==> src/design/rqps_ram.sv <==
`default_nettype none
// ----------------------------------------------------------------------------
// rqps_ram
// Generic simple dual-port RAM: one write port, one read port, read data
// registered.
// ----------------------------------------------------------------------------
module rqps_ram #(
	parameter int WIDTH = 8,
	parameter int DEPTH = 16
) (
	input  wire logic                                   clk,
	input  wire logic                                   we,
	input  wire logic [((DEPTH > 1) ? $clog2(DEPTH) : 1)-1:0] waddr,
	input  wire logic [WIDTH-1:0]                       wdata,
	input  wire logic [((DEPTH > 1) ? $clog2(DEPTH) : 1)-1:0] raddr,
	output logic      [WIDTH-1:0]                       rdata
);

	logic [WIDTH-1:0] mem_q [DEPTH];

	always_ff @(posedge clk) begin
		if (we) begin
			mem_q[waddr] <= wdata;
		end
		rdata <= mem_q[raddr];
	end

endmodule

`default_nettype wire

==> config.mk <==
export PLATFORM = sky130hd
export DESIGN_NAME = rqps_ram
export DESIGN_NICKNAME = d
export VERILOG_FILES = /design/src/design/rqps_ram.sv
export SDC_FILE = /design/constraint.sdc
export NUM_CORES = 1
export LEC_CHECK = 0
export BUFFER_PORTS_ARGS = -buffer_cell sky130_fd_sc_hd__buf_2
export CORE_MARGIN = 10
export CORE_UTILIZATION = 50
export DETAILED_ROUTE_END_ITERATION = 6
export GPL_TIMING_DRIVEN = 1
export PLACE_DENSITY = 0.75
export SYNTH_ARGS = -nofsm -noshare
export SYNTH_HDL_FRONTEND = slang
export SYNTH_SLANG_ARGS = --single-unit
==> constraint.sdc <==
create_clock -name clk -period 2.2 [get_ports clk]
set_input_delay 0.44 -clock clk [delete_from_list [all_inputs] [get_ports clk]]
set_output_delay 0.44 -clock clk [all_outputs]
set_load 0.1 [all_outputs]
# After elaboration in Yosys (flattened, before gate mapping)
# Memory sizes are Yosys's and may differ from the RTL's. A register that Yosys moved wholly into a read port is not among the register bits.
# Index checks and enable logic that the tools add are counted.
dict set report word_totals {
  ff_bits 0
  ramBits 128
  wordCells 3
  memories 1
}
dict set report op_classes {
  n_mux 2
}
# memory words word_bits read_ports rd_clocked_by_memory_dff wr line
set memory_table {}
lappend memory_table {mem_q 16 8 1 1 1 19} ;# logic [WIDTH-1:0] mem_q [DEPTH];
# op n
set op_table {}
lappend op_table {{2-to-1 mux 1 bit} 2}

# Depth between registers and ports, before layout
dict set report depth {
  ltp_word 2
  mapped_depth 5
}

# Worst setup path after synthesis
# Ideal clock, no wire load.
dict set report synth_timing {
  path_type {input to register}
  from {input waddr[2] (netlist name)}
  to {memory mem_q[0][0] (enable)}
  setup_ps 383
  arrival_ps 1550
  slack_ps 267
  cell_stages 2
  cell_sequence {or3b_2 nor3_1}
}
# element line
set synth_rtl {}
lappend synth_rtl {{start, declared} 13} ;# input wire logic [((DEPTH > 1) ? $clog2(DEPTH) : 1)-1:0] waddr,
lappend synth_rtl {{end, declared} 19}
# Straight into the memory's write port.

# Worst setup path after layout
dict set report layout_timing {
  from {register rdata[6] (read register of mem_q)}
  to {output rdata[6]}
}
# element line
set layout_rtl {}
lappend layout_rtl {{start, declared} 16} ;# output logic [WIDTH-1:0] rdata
# No word-level cell between the ends.

==> metrics.md <==
| Metric | Value |
|---|---|
| # Max-Cap Violations | `0` |
| Hold Violations, Final | `0` |
| Seq cells post-synth | `136` |
| Required arrival time at the worst endpoint | `roughly 1.8 ns` |
| Launching element type of the critical path | `flip-flop` |
| Final routed wire length divided by cell count | `23.6 um` |
| Fraction of layout instances using a drive strength above 1 | `between 30% and 40%` |
| Buffer type at the clock tree root | `clkbuf_8` |
| Comb power frac | `under 10%` |
| Resized cells post-CTS | `0` |
| Cell family with most CP delay | `buffers and inverters` |
| Placed cell count | `~400` |
| DIE AREA | `around 15000 um2` |
| Synthesized cell area | `5150 um2` |
| Complex-gate fraction of the synthesized area | `~2.3%` |
| Dpl hpwl | `between 6000 and 7000 um` |
| CTS tree | `built` |
| Yosys cell types | `19` |
| Nature of the critical path endpoint | `output pin` |
| Setup violations, final | `0` |
| Start-to-end type of the worst setup path | `flip-flop to output pin` |
| Average cell area after synthesis | `roughly 22 um2` |
| Combinational family with the most area after synthesis | `multiplexers` |
| Net switching power figure | `approximately 1300 uW` |
| Global placement routability congestion | `around 0.85` |
| Die Height | `between 100 and 150 um` |
| Count of input and output buffers | `25` |
| Fin crit period | `about 1.8 ns` |
| Sequence of cells on the critical path | `buf_2` |
| Maximum number of pins on one net before global-route repair | `33` |
| Boundary pin count | `26` |
| Portion of the post-synthesis area used by sequential elements | `~78%` |
| Clock sinks | `about 140` |
| Area of the core region | `between 9000 and 10000 um2` |
| N_diodes | `0` |
| Total chip power | `~5900 uW` |
| CTS clk-pin slew, worst paths | `0.06 ns` |
| Worst IR Drop VDD | `between 500 and 600 uV` |
| Ratio of final minimum period to clock period | `81.4%` |
| Power Density | `around 960 nW/um2` |
| Residual overflow from global routing | `0` |
| Most common cell after layout, fill and taps aside | `edfxtp_1` |
| Via-to-Cell Ratio | `between 5 and 6` |
| Area added between synthesis and finish | `19.4%` |
| Worst slew pin tran | `approximately 0.50 ns` |
| Die boundary width | `approximately 120 um` |
| Fin Hold WS | `about 0.31 ns` |
| Leading cell types in the layout, fill and taps excluded | `edfxtp_1, buf_2, buf_4` |
| Clock skew | `slightly above 0.007 ns` |
| Final layout net count | `between 300 and 400` |
| Slowest stage cell, crit path | `buf_2` |
| Adder-cell share of the synthesized area | `0%` |
| Post-DP Area | `5590 um2` |
| Post-Layout Inst Area | `roughly 6100 um2` |
| Fraction of synthesized cell area in xor and xnor cells | `0%` |
| Kind of path behind the tightest hold check | `primary input to flip-flop` |
| Highest clock rate | `around 560 MHz` |
| Area fraction in and, or, nand and nor cells after synthesis | `3.18%` |
| Total CTS buffers | `17` |
| Leakage power figure | `about 0.0021 uW` |
| Power Internal | `about 4600 uW` |
| Proportion of power drawn by the clock network | `roughly 44%` |
| Latest clock arrival within the worst-skew pair | `~0.5 ns` |
| Antenna-violating nets left | `0` |
| Total setup buffers inserted after CTS | `0` |
| Maximum buffer depth of the clock tree | `2` |
| Hold buffer count at CTS | `0` |
| Slew margin rel. | `66.6%` |
| Cell Rows | `36` |
| Remaining design rule violation count | `0` |
| Share of synthesized area spent on multiplexers | `about 15%` |
| Final-layout setup total negative slack | `0 ns` |
| Starting density of the core | `51.9%` |
| Number of instances in the synthesized netlist | `229` |
| Peak per-stage delay on the critical path | `0.45 ns` |
| Global-route wire length before repair | `approximately 16000 um` |
| CTS H-tree depth | `4` |
| Vias in the first global route | `2699` |
| Max-slew violation count | `0` |
| YS warnings | `0` |
| Total number of vias | `between 2000 and 3000` |
| Buffers and inverters on the worst path | `1` |
| Relative contribution of sequential cells to total power | `about half` |
| Total wire length | `10300 um` |
| Non-Filler Instances | `around 440` |
| Maximum fanout along the worst path | `1` |
| DRT Pass-1 Iters | `5` |
| Sw Share | `between 20% and 30%` |
| Total global routing track utilization | `roughly 15%` |
| Initial antenna violation count | `0` |
| WP data arrival | `1.35 ns` |
| Outcome | `finished clean` |
| Post-Syn Nets | `roughly 250` |
| Number of DRC markers after the initial detailed-route iteration | `243` |
| Unrepaired setup endpoints after global routing | `no` |
-- cells by family after synthesis --
kind of cell | count (synthesis)
AO/OA/AOI/OAI | 16
buffers and inverters | 10
flip-flops | 136
multiplexers | 32
AND/OR/NAND/NOR | 35
-- sequential cells by signal, indices dropped and copies added, names as in the netlist --
register / cells
mem_q: 128
rdata: 8
-- stage by stage --
step           worst slack, ns  util [%]
2_1_floorplan            0.267         -
3_3_place_gp             0.339      56.4
3_5_place_dp             0.272      56.4
4_1_cts                  0.381      62.0
5_1_grt                  0.359      62.0
6_report                 0.408      62.0
-- routing by layer --
layer,up-vias,routed length [um],GRT usage [%]
li1,1095,-,-
met5,-,0,0
met3,9,696,3.86
met4,0,110,5.96
met2,103,4690,22.1
met1,1305,4790,20.5
-- power groups by stage --
stage                     clock network [uW]  logic, uW  registers (uW)
final                                   2600        402            2920
after global routing                    2740        430            2920
after CTS                               2640        406            2920
after detailed placement                   0        404            2970
after global placement                     0        396            2970
after floorplan                            0        147            3090
-- Yosys cell counts, drive strengths merged --
cell / number / share of area, %
edfxtp: 128 / 75
mux4: 32 / 15
a22oi: 16 / 2.3
nor2: 13 / 0.95
nand2: 9 / 0.66
dfxtp: 8 / 3.1
buf: 7 / 1.1
nor3: 4 / 0.39
clkdlybuf4s25: 3 / 0.58
nand2b: 2 / 0.24
nand3b: 2 / 0.29
and2: 1 / 0.12
and2b: 1 / 0.15
nand3: 1 / 0.097
nor2b: 1 / 0.12
or3b: 1 / 0.17
-- final timing paths --
kind | start | to | slack (ns) | cells after the start
max | rdata[6]$_DFF_P_ | rdata[6] | 0.41 | 1
min | wdata[3] | mem_q[4][3]$_DFFE_PP_ | 0.31 | 1
max reg2reg | mem_q[10][5]$_DFFE_PP_ | rdata[5]$_DFF_P_ | 0.80 | 3
min reg2reg | mem_q[15][1]$_DFFE_PP_ | rdata[1]$_DFF_P_ | 0.68 | 3
-- area by class of cell --
class	count	area, um2
timing repair buffer	52	365
tap	133	166
clock buffer	21	459
fill	707	3760
clock inverter	11	96.3
sequential	136	4000
multi-input combinational	83	1060
Note: power is estimated with default switching activity, not from simulation.
