File: config.mk
export PLATFORM = sky130hd
export DESIGN_NAME = rqps_cmp
export DESIGN_NICKNAME = d
export VERILOG_FILES = /design/src/design/rqps_pkg.sv /design/src/design/rqps_cmp.sv
export SDC_FILE = /design/constraint.sdc
export NUM_CORES = 1
export LEC_CHECK = 0
export BUFFER_PORTS_ARGS = -buffer_cell sky130_fd_sc_hd__buf_2
export CORE_MARGIN = 3
export CORE_UTILIZATION = 42
export DETAILED_ROUTE_END_ITERATION = 7
export PLACE_DENSITY = 0.85
export SLEW_MARGIN = 10
export SYNTH_ARGS = -nofsm -noshare
export SYNTH_HDL_FRONTEND = slang
export SYNTH_SLANG_ARGS = --single-unit
export TNS_END_PERCENT = 5
File: constraint.sdc
create_clock -name vclk -period 2.2
set_input_delay 0.22 -clock vclk [all_inputs]
set_output_delay 0.22 -clock vclk [all_outputs]
set_load 0.005 [all_outputs]
File: src/design/rqps_pkg.sv
`default_nettype none
// ----------------------------------------------------------------------------
// rqps_pkg
// Shared types and constants of the run queue priority set: sizes, request
// and status codes, sequencer states, stored entry and compare result.
// ----------------------------------------------------------------------------
package rqps_pkg;

	localparam int MAX_ENTRIES = 64;
	localparam int IDX_W       = (MAX_ENTRIES > 1) ? $clog2(MAX_ENTRIES) : 1;
	localparam int COUNT_W     = $clog2(MAX_ENTRIES + 1);
	localparam int KEY_W       = 64;
	localparam int ID_W        = 31;
	localparam int ENTRY_W     = KEY_W + ID_W;

	typedef enum logic [1:0] {
		REQ_INSERT = 2'd0,
		REQ_REMOVE = 2'd1,
		REQ_POP    = 2'd2,
		REQ_PEEK   = 2'd3
	} req_t;

	typedef enum logic [1:0] {
		STAT_OK    = 2'd0,
		STAT_FULL  = 2'd1,
		STAT_NONE  = 2'd2
	} status_t;

	typedef enum logic [1:0] {
		S_IDLE,
		S_SCAN,
		S_DONE
	} state_t;

	typedef struct packed {
		logic [KEY_W-1:0] key;
		logic [ID_W-1:0]  id;
	} entry_t;

	typedef struct packed {
		logic eq;
		logic less;
	} cmp_res_t;

endpackage

`default_nettype wire

File: src/design/rqps_cmp.sv
`default_nettype none
// ----------------------------------------------------------------------------
// rqps_cmp
// Shared entry comparator: exact match and ordering by runtime, then by
// the lower task id.
// ----------------------------------------------------------------------------
module rqps_cmp (
	input  wire logic              [rqps_pkg::ENTRY_W-1:0] a,
	input  wire logic              [rqps_pkg::ENTRY_W-1:0] b,
	output rqps_pkg::cmp_res_t     res
);

	import rqps_pkg::*;

	entry_t ea;
	entry_t eb;
	logic   key_eq;

	assign ea       = entry_t'(a);
	assign eb       = entry_t'(b);
	assign key_eq   = (ea.key == eb.key);
	assign res.eq   = key_eq && (ea.id == eb.id);
	assign res.less = (ea.key < eb.key) || (key_eq && (ea.id < eb.id));

endmodule

`default_nettype wire
After elaboration in Yosys (flattened, before gate mapping)
Cells that the tools add are included.

cells by class
  $lt $le $gt $ge = 2
  eq/ne operators = 2
  reduce and logical (&&, ||, !) cells = 3

operator list
  kind                 number
  $eq A64 B64 Y1       1
  $lt A64 B64 Y1       1
  $eq A31 B31 Y1       1
  $lt A31 B31 Y1       1
  $logic_and A1 B1 Y1  2
  $logic_or A1 B1 Y1   1

word-level totals
  bits in registers = 0
  bits of input ports = 190
  output and inout port bits = 2
  logic and storage cells = 7

Logic depth before layout (Yosys ltp)
Gate-level depths: netlist of the first run.

  word-level depth = 3
  mapped depth = 8
  gate-level depth less buffers = 8

Worst setup path after synthesis of the first run
No wires, ideal clock.

  path type = input-to-output
  start point = in b[48] (netlist name)
  end point = out res[0] (netlist name)
  arrival = 1664 ps
  required time = 1980 ps
  setup slack = 316 ps
  stages = 8
  buffers on the path = 0
  cells stage by stage = inv_1 > ha_1 > a21o_1 > a221o_1 > a221oi_1 > o221a_1 > o2111ai_1 > o21ai_1

RTL lines
  element             RTL line        text
  start: declaration  rqps_cmp.sv:9   input wire logic [rqps_pkg::ENTRY_W-1:0] b,
  end: declaration    rqps_cmp.sv:10  output rqps_pkg::cmp_res_t res

==> impl_metrics.tcl, run 1 <==
set metrics [dict create \
    ir_drop_uv 86.9 \
    drtPass1Iterations 4 \
    die_area_sq_mm 0.00679 \
    crit_slowest_cell "a221o_1" \
    fin_ws_ns -0.0277 \
    tightest_slew_ns 0.445 \
    fin_cells 608 \
    critPathMaxFanout 2 \
    crit_family "compound AO/OA/AOI/OAI gates" \
    leakage_nw 2.40 \
    cp.arrival_ns 2.01 \
    violations "negative setup slack" \
    status "finished with violations" \
    cp.buffers_inverters 2 \
    finalPower_mw 0.616 \
    finalInstanceArea_sq_mm 0.00372 \
    drive_gt1_share_pct 40.9 \
    ys_warn_count 0 \
    ant_nets 0 \
    start_kind "primary input" \
    initial_core_util_pct 44.0 \
    globalplace.congestion 0.790 \
    grt_setup_unrepaired "true" \
    final_net_count 823 \
    area_delta_synth_final_pct 51.7 \
    wl_per_cell_microns 12.7 \
    core_sq_mm 0.00557 \
    ios 192 \
    seq_cells 0 \
    numPortBuffers 192 \
    drv_cap 0 \
    drc_errors 0 \
    crit_path_end_kind "output port" \
    fin_crit_ns 2.23 \
    overflow 0 \
    cpMostUsedCell "buf_2" \
    required_ns 1.98 \
    timing.critical_path.cells "buf_2, ha_1, a21o_1, a221o_1, a221oi_2, o221a_1, o2111ai_2, o21ai_1, buf_2" \
    vias 3041 \
    fin_crit_sh_pct 101 \
    mostFrequentLayoutCells "buf_2 (184), inv_1 (91), ha_1 (89)" \
    drv_slew 0 \
    grt_pass1_wl_microns 11500 \
    register_area_sq_um 0 \
    slew_headroom_pct 69.6 \
    num_antenna_cells 0 \
    syn_nets 622 \
    grt_max_degree 6 \
    rows 27 \
    hold_viol_final 0 \
    fmax_ghz 0.449 \
    wirelength_microns 7740 \
    max_stage_delay_ns 0.33 \
    place_inst 606 \
    die_h_microns 82.4 \
    final_common_cell "buf_2" \
    synth_area_sq_mm 0.00245 \
    via_per_inst 5.00 \
    synth_cell_types 34 \
    dpl_cell_area_sq_mm 0.00354 \
    track_usage_pct 20.7 \
    power_density_mw_per_mm2 166 \
    antenna_found_initial 0 \
    crit_type "primary input to output port" \
    hold_class "primary input to output port" \
    drt_iter0_markers 50 \
    cts.hold.buffers_added 0 \
    hold_slack_ns 0.987 \
    finalSetupViolCount 1 \
    yosysSeqAreaShare_pct 0 \
    dp_hpwl_microns 7250 \
    synth_cells 337 \
    clock_buffers 0 \
    grt_pass1_vias 2903 \
    avgSynthCellArea_sq_um 7.28 \
    die_w_microns 82.4 \
]
[Yosys cell counts (all sizes together) (3+ instances only)]
cell type	number	area [sq um]
a2111oi	3	26.3
a211oi	3	22.5
a21o	15	114
a21oi	31	155
and4	3	26.3
ha	95	1190
inv	96	360
nand2	13	48.8
nand3	11	55.1
nand4	23	156
nor2	8	30.0
o21ai	9	45.0
[where the power goes]
part / leakage, nW / internal (mW) / switching, mW
combinational: 2.40 / 0.335 / 0.281
sequential: 0 / 0 / 0
clock: 0 / 0 / 0
[cell families after synthesis]
| kind of cell | count (synthesis) | synth area share [%] |
|---|---|---|
| and+or+nand+nor | 73 | 17.8 |
| adders and majority gates | 95 | 48.5 |
| AOI/OAI and AO/OA | 73 | 19.1 |
| buffers and inverters | 96 | 14.7 |
[timing repair]
item / 4_1_cts / 5_1_grt
setup buffers: 2 / 0
setup endpoints to repair: 2 / 2
pin swaps: 11 / 2
resized for setup: 22 / 5
[layer usage]
metal	routed length [microns]	GRT usage, %	vias up	part of all wire (%)
li1	-	-	1593	-
met1	2880	22.4	1321	37
met2	4120	42.1	117	53
met3	638	3.15	10	8.2
met4	93	3.16	0	1.2
met5	0	0	-	0
[area by class of cell]
class | instances | area [sq um]
multi-input combinational | 241 | 2200
inverter | 96 | 363
tap | 72 | 90.1
fill | 482 | 1850
timing repair buffer | 199 | 1070
[per-stage QoR]
| stage | setup WS (ns) | TNS, ns | util [%] |
|---|---|---|---|
| after floorplan | 0.316 | 0 | - |
| after global routing | -0.158 | -0.259 | 66.7 |
| final | -0.0277 | -0.0277 | 66.7 |
| after CTS | -0.0305 | -0.0571 | 66.1 |
| after global placement | -0.0612 | -0.116 | 63.5 |
| after detailed placement | -0.0852 | -0.169 | 63.5 |
[worst min-delay path: cells and delay by family]
kind                       cells  cell delay, ns
adders and majority gates      1            0.13
AOI/OAI and AO/OA              3            0.20
buffers and inverters          2            0.21
[final timing paths]
path	from	end	slack, ns	cells past startpoint
setup / recovery	a[48]	res[0]	-0.03	9
hold / removal	a[30]	res[0]	0.99	6
Note: power is estimated with default switching activity, not from simulation.
==> inputs of run 2 (changes only) <==
Settings changed: SKIP_LAST_GASP set to 1.
==> impl_metrics.tcl, run 2 (synthesis results as in run 1) <==
set metrics [dict create \
    fin_crit_ns 2.22 \
    place_inst 606 \
    min_path_cells 6 \
    finalSetupViolCount 2 \
    finalPower_mw 0.602 \
    mostFrequentLayoutCells "buf_2 (184), inv_1 (91), ha_1 (90)" \
    slew_headroom_pct 69.6 \
    crit_type "primary input to output port" \
    cp.arrival_ns 2.00 \
    drt_iter0_markers 53 \
    hold_class "primary input to output port" \
    die_area_sq_mm 0.00679 \
    initial_core_util_pct 44.0 \
    required_ns 1.98 \
    ios 192 \
    drc_errors 0 \
    worstSetupStartpoint "b[92]" \
    critPathMaxFanout 4 \
    grt_setup_unrepaired "true" \
    core_sq_mm 0.00557 \
    final_net_count 823 \
    grt_pass1_wl_microns 11500 \
    track_usage_pct 20.7 \
    wirelength_microns 7670 \
    power_density_mw_per_mm2 163 \
    drv_cap 0 \
    area_delta_synth_final_pct 50.3 \
    leakage_nw 2.39 \
    fin_ws_ns -0.0164 \
    wl_per_cell_microns 12.6 \
    tns_ns -0.0302 \
    fmax_ghz 0.451 \
    rows 27 \
    via_per_inst 4.99 \
    start_kind "primary input" \
    drtPass1Iterations 4 \
    die_w_microns 82.4 \
    clock_buffers 0 \
    final_common_cell "buf_2" \
    utilization_pct 66.1 \
    ant_nets 0 \
    cts.hold.buffers_added 0 \
    drive_gt1_share_pct 40.3 \
    num_antenna_cells 0 \
    fin_cells 608 \
    grt_pass1_vias 2903 \
    numPortBuffers 192 \
    register_area_sq_um 0 \
    ir_drop_uv 79.8 \
    seq_cells 0 \
    overflow 0 \
    globalplace.congestion 0.790 \
    antenna_found_initial 0 \
    grt_max_degree 6 \
    drv_slew 0 \
    critPathCapture "res[0]" \
    dp_hpwl_microns 7250 \
    crit_path_end_kind "output port" \
    die_h_microns 82.4 \
    status "finished with violations" \
    violations "negative setup slack" \
    tightest_slew_ns 0.444 \
    vias 3034 \
    fin_crit_sh_pct 101 \
    hold_viol_final 0 \
]
## run 2: cell types whose count changed in the layout (fill, tap and decap cells not counted)
cell,before,now
o2111ai_2,1,0
nand4_2,1,2
and4_4,1,0
o2111ai_1,1,2
ha_1,89,90
buf_8,1,0
nand4_4,1,0
and4_1,2,3
buf_6,8,9
ha_4,6,5
## run 2: worst min-delay path by stage
stage	endpoint	startpoint
2_1_floorplan	res[0]	a[30]
3_3_place_gp	res[0]	a[30]
3_5_place_dp	res[0]	a[30]
4_1_cts	res[0]	a[30]
5_1_grt	res[0]	a[30]
6_report	res[0]	a[30]
## run 2: layout make-up
cell class                      count  area (sq um)
Multi-Input combinational cell    241          2170
Fill cell                         490          1890
Timing Repair Buffer              199          1070
Inverter                           96           363
Tap cell                           72          90.1
## run 2: repair_timing
item / 4_1_cts / 5_1_grt
setup buffers: 2 / 0
endpoints found under the setup margin: 2 / 2
resized for setup: 22 / 0
pin swaps: 11 / 1
## run 2: report_power, final
part	internal, mW	switching (mW)	leakage (nW)	total (mW)
clock	0	0	0	0
combinational	0.327	0.275	2.39	0.602
sequential	0	0	0	0
total	0.327	0.275	2.39	0.602
## run 2: metal layers
layer / wire length [microns] / global-route usage, %
met1: 2850 / 22.4
met4: 104 / 3.16
met2: 4070 / 42.1
met3: 647 / 3.15
met5: 0 / 0
## run 2: through the flow
| step | worst slack, ns | hold WS [ns] | cell area [sq um] |
|---|---|---|---|
| 3_3_place_gp | -0.0612 | 0.985 | 3540 |
| 3_5_place_dp | -0.0852 | 0.989 | 3540 |
| 6_report | -0.0164 | 0.987 | 3690 |
| 2_1_floorplan | 0.316 | 0.758 | 2450 |
| 5_1_grt | -0.193 | 1.04 | 3690 |
| 4_1_cts | -0.0305 | 0.989 | 3690 |
## run 2: worst max-delay path, cell delays in order
cell	delay, ns
buf_2	0.08
inv_1	0.04
ha_1	0.32
nand4_2	0.15
nor4b_4	0.38
nand4_2	0.16
or2_1	0.25
o2111ai_1	0.18
o21ai_1	0.08
buf_2	0.15
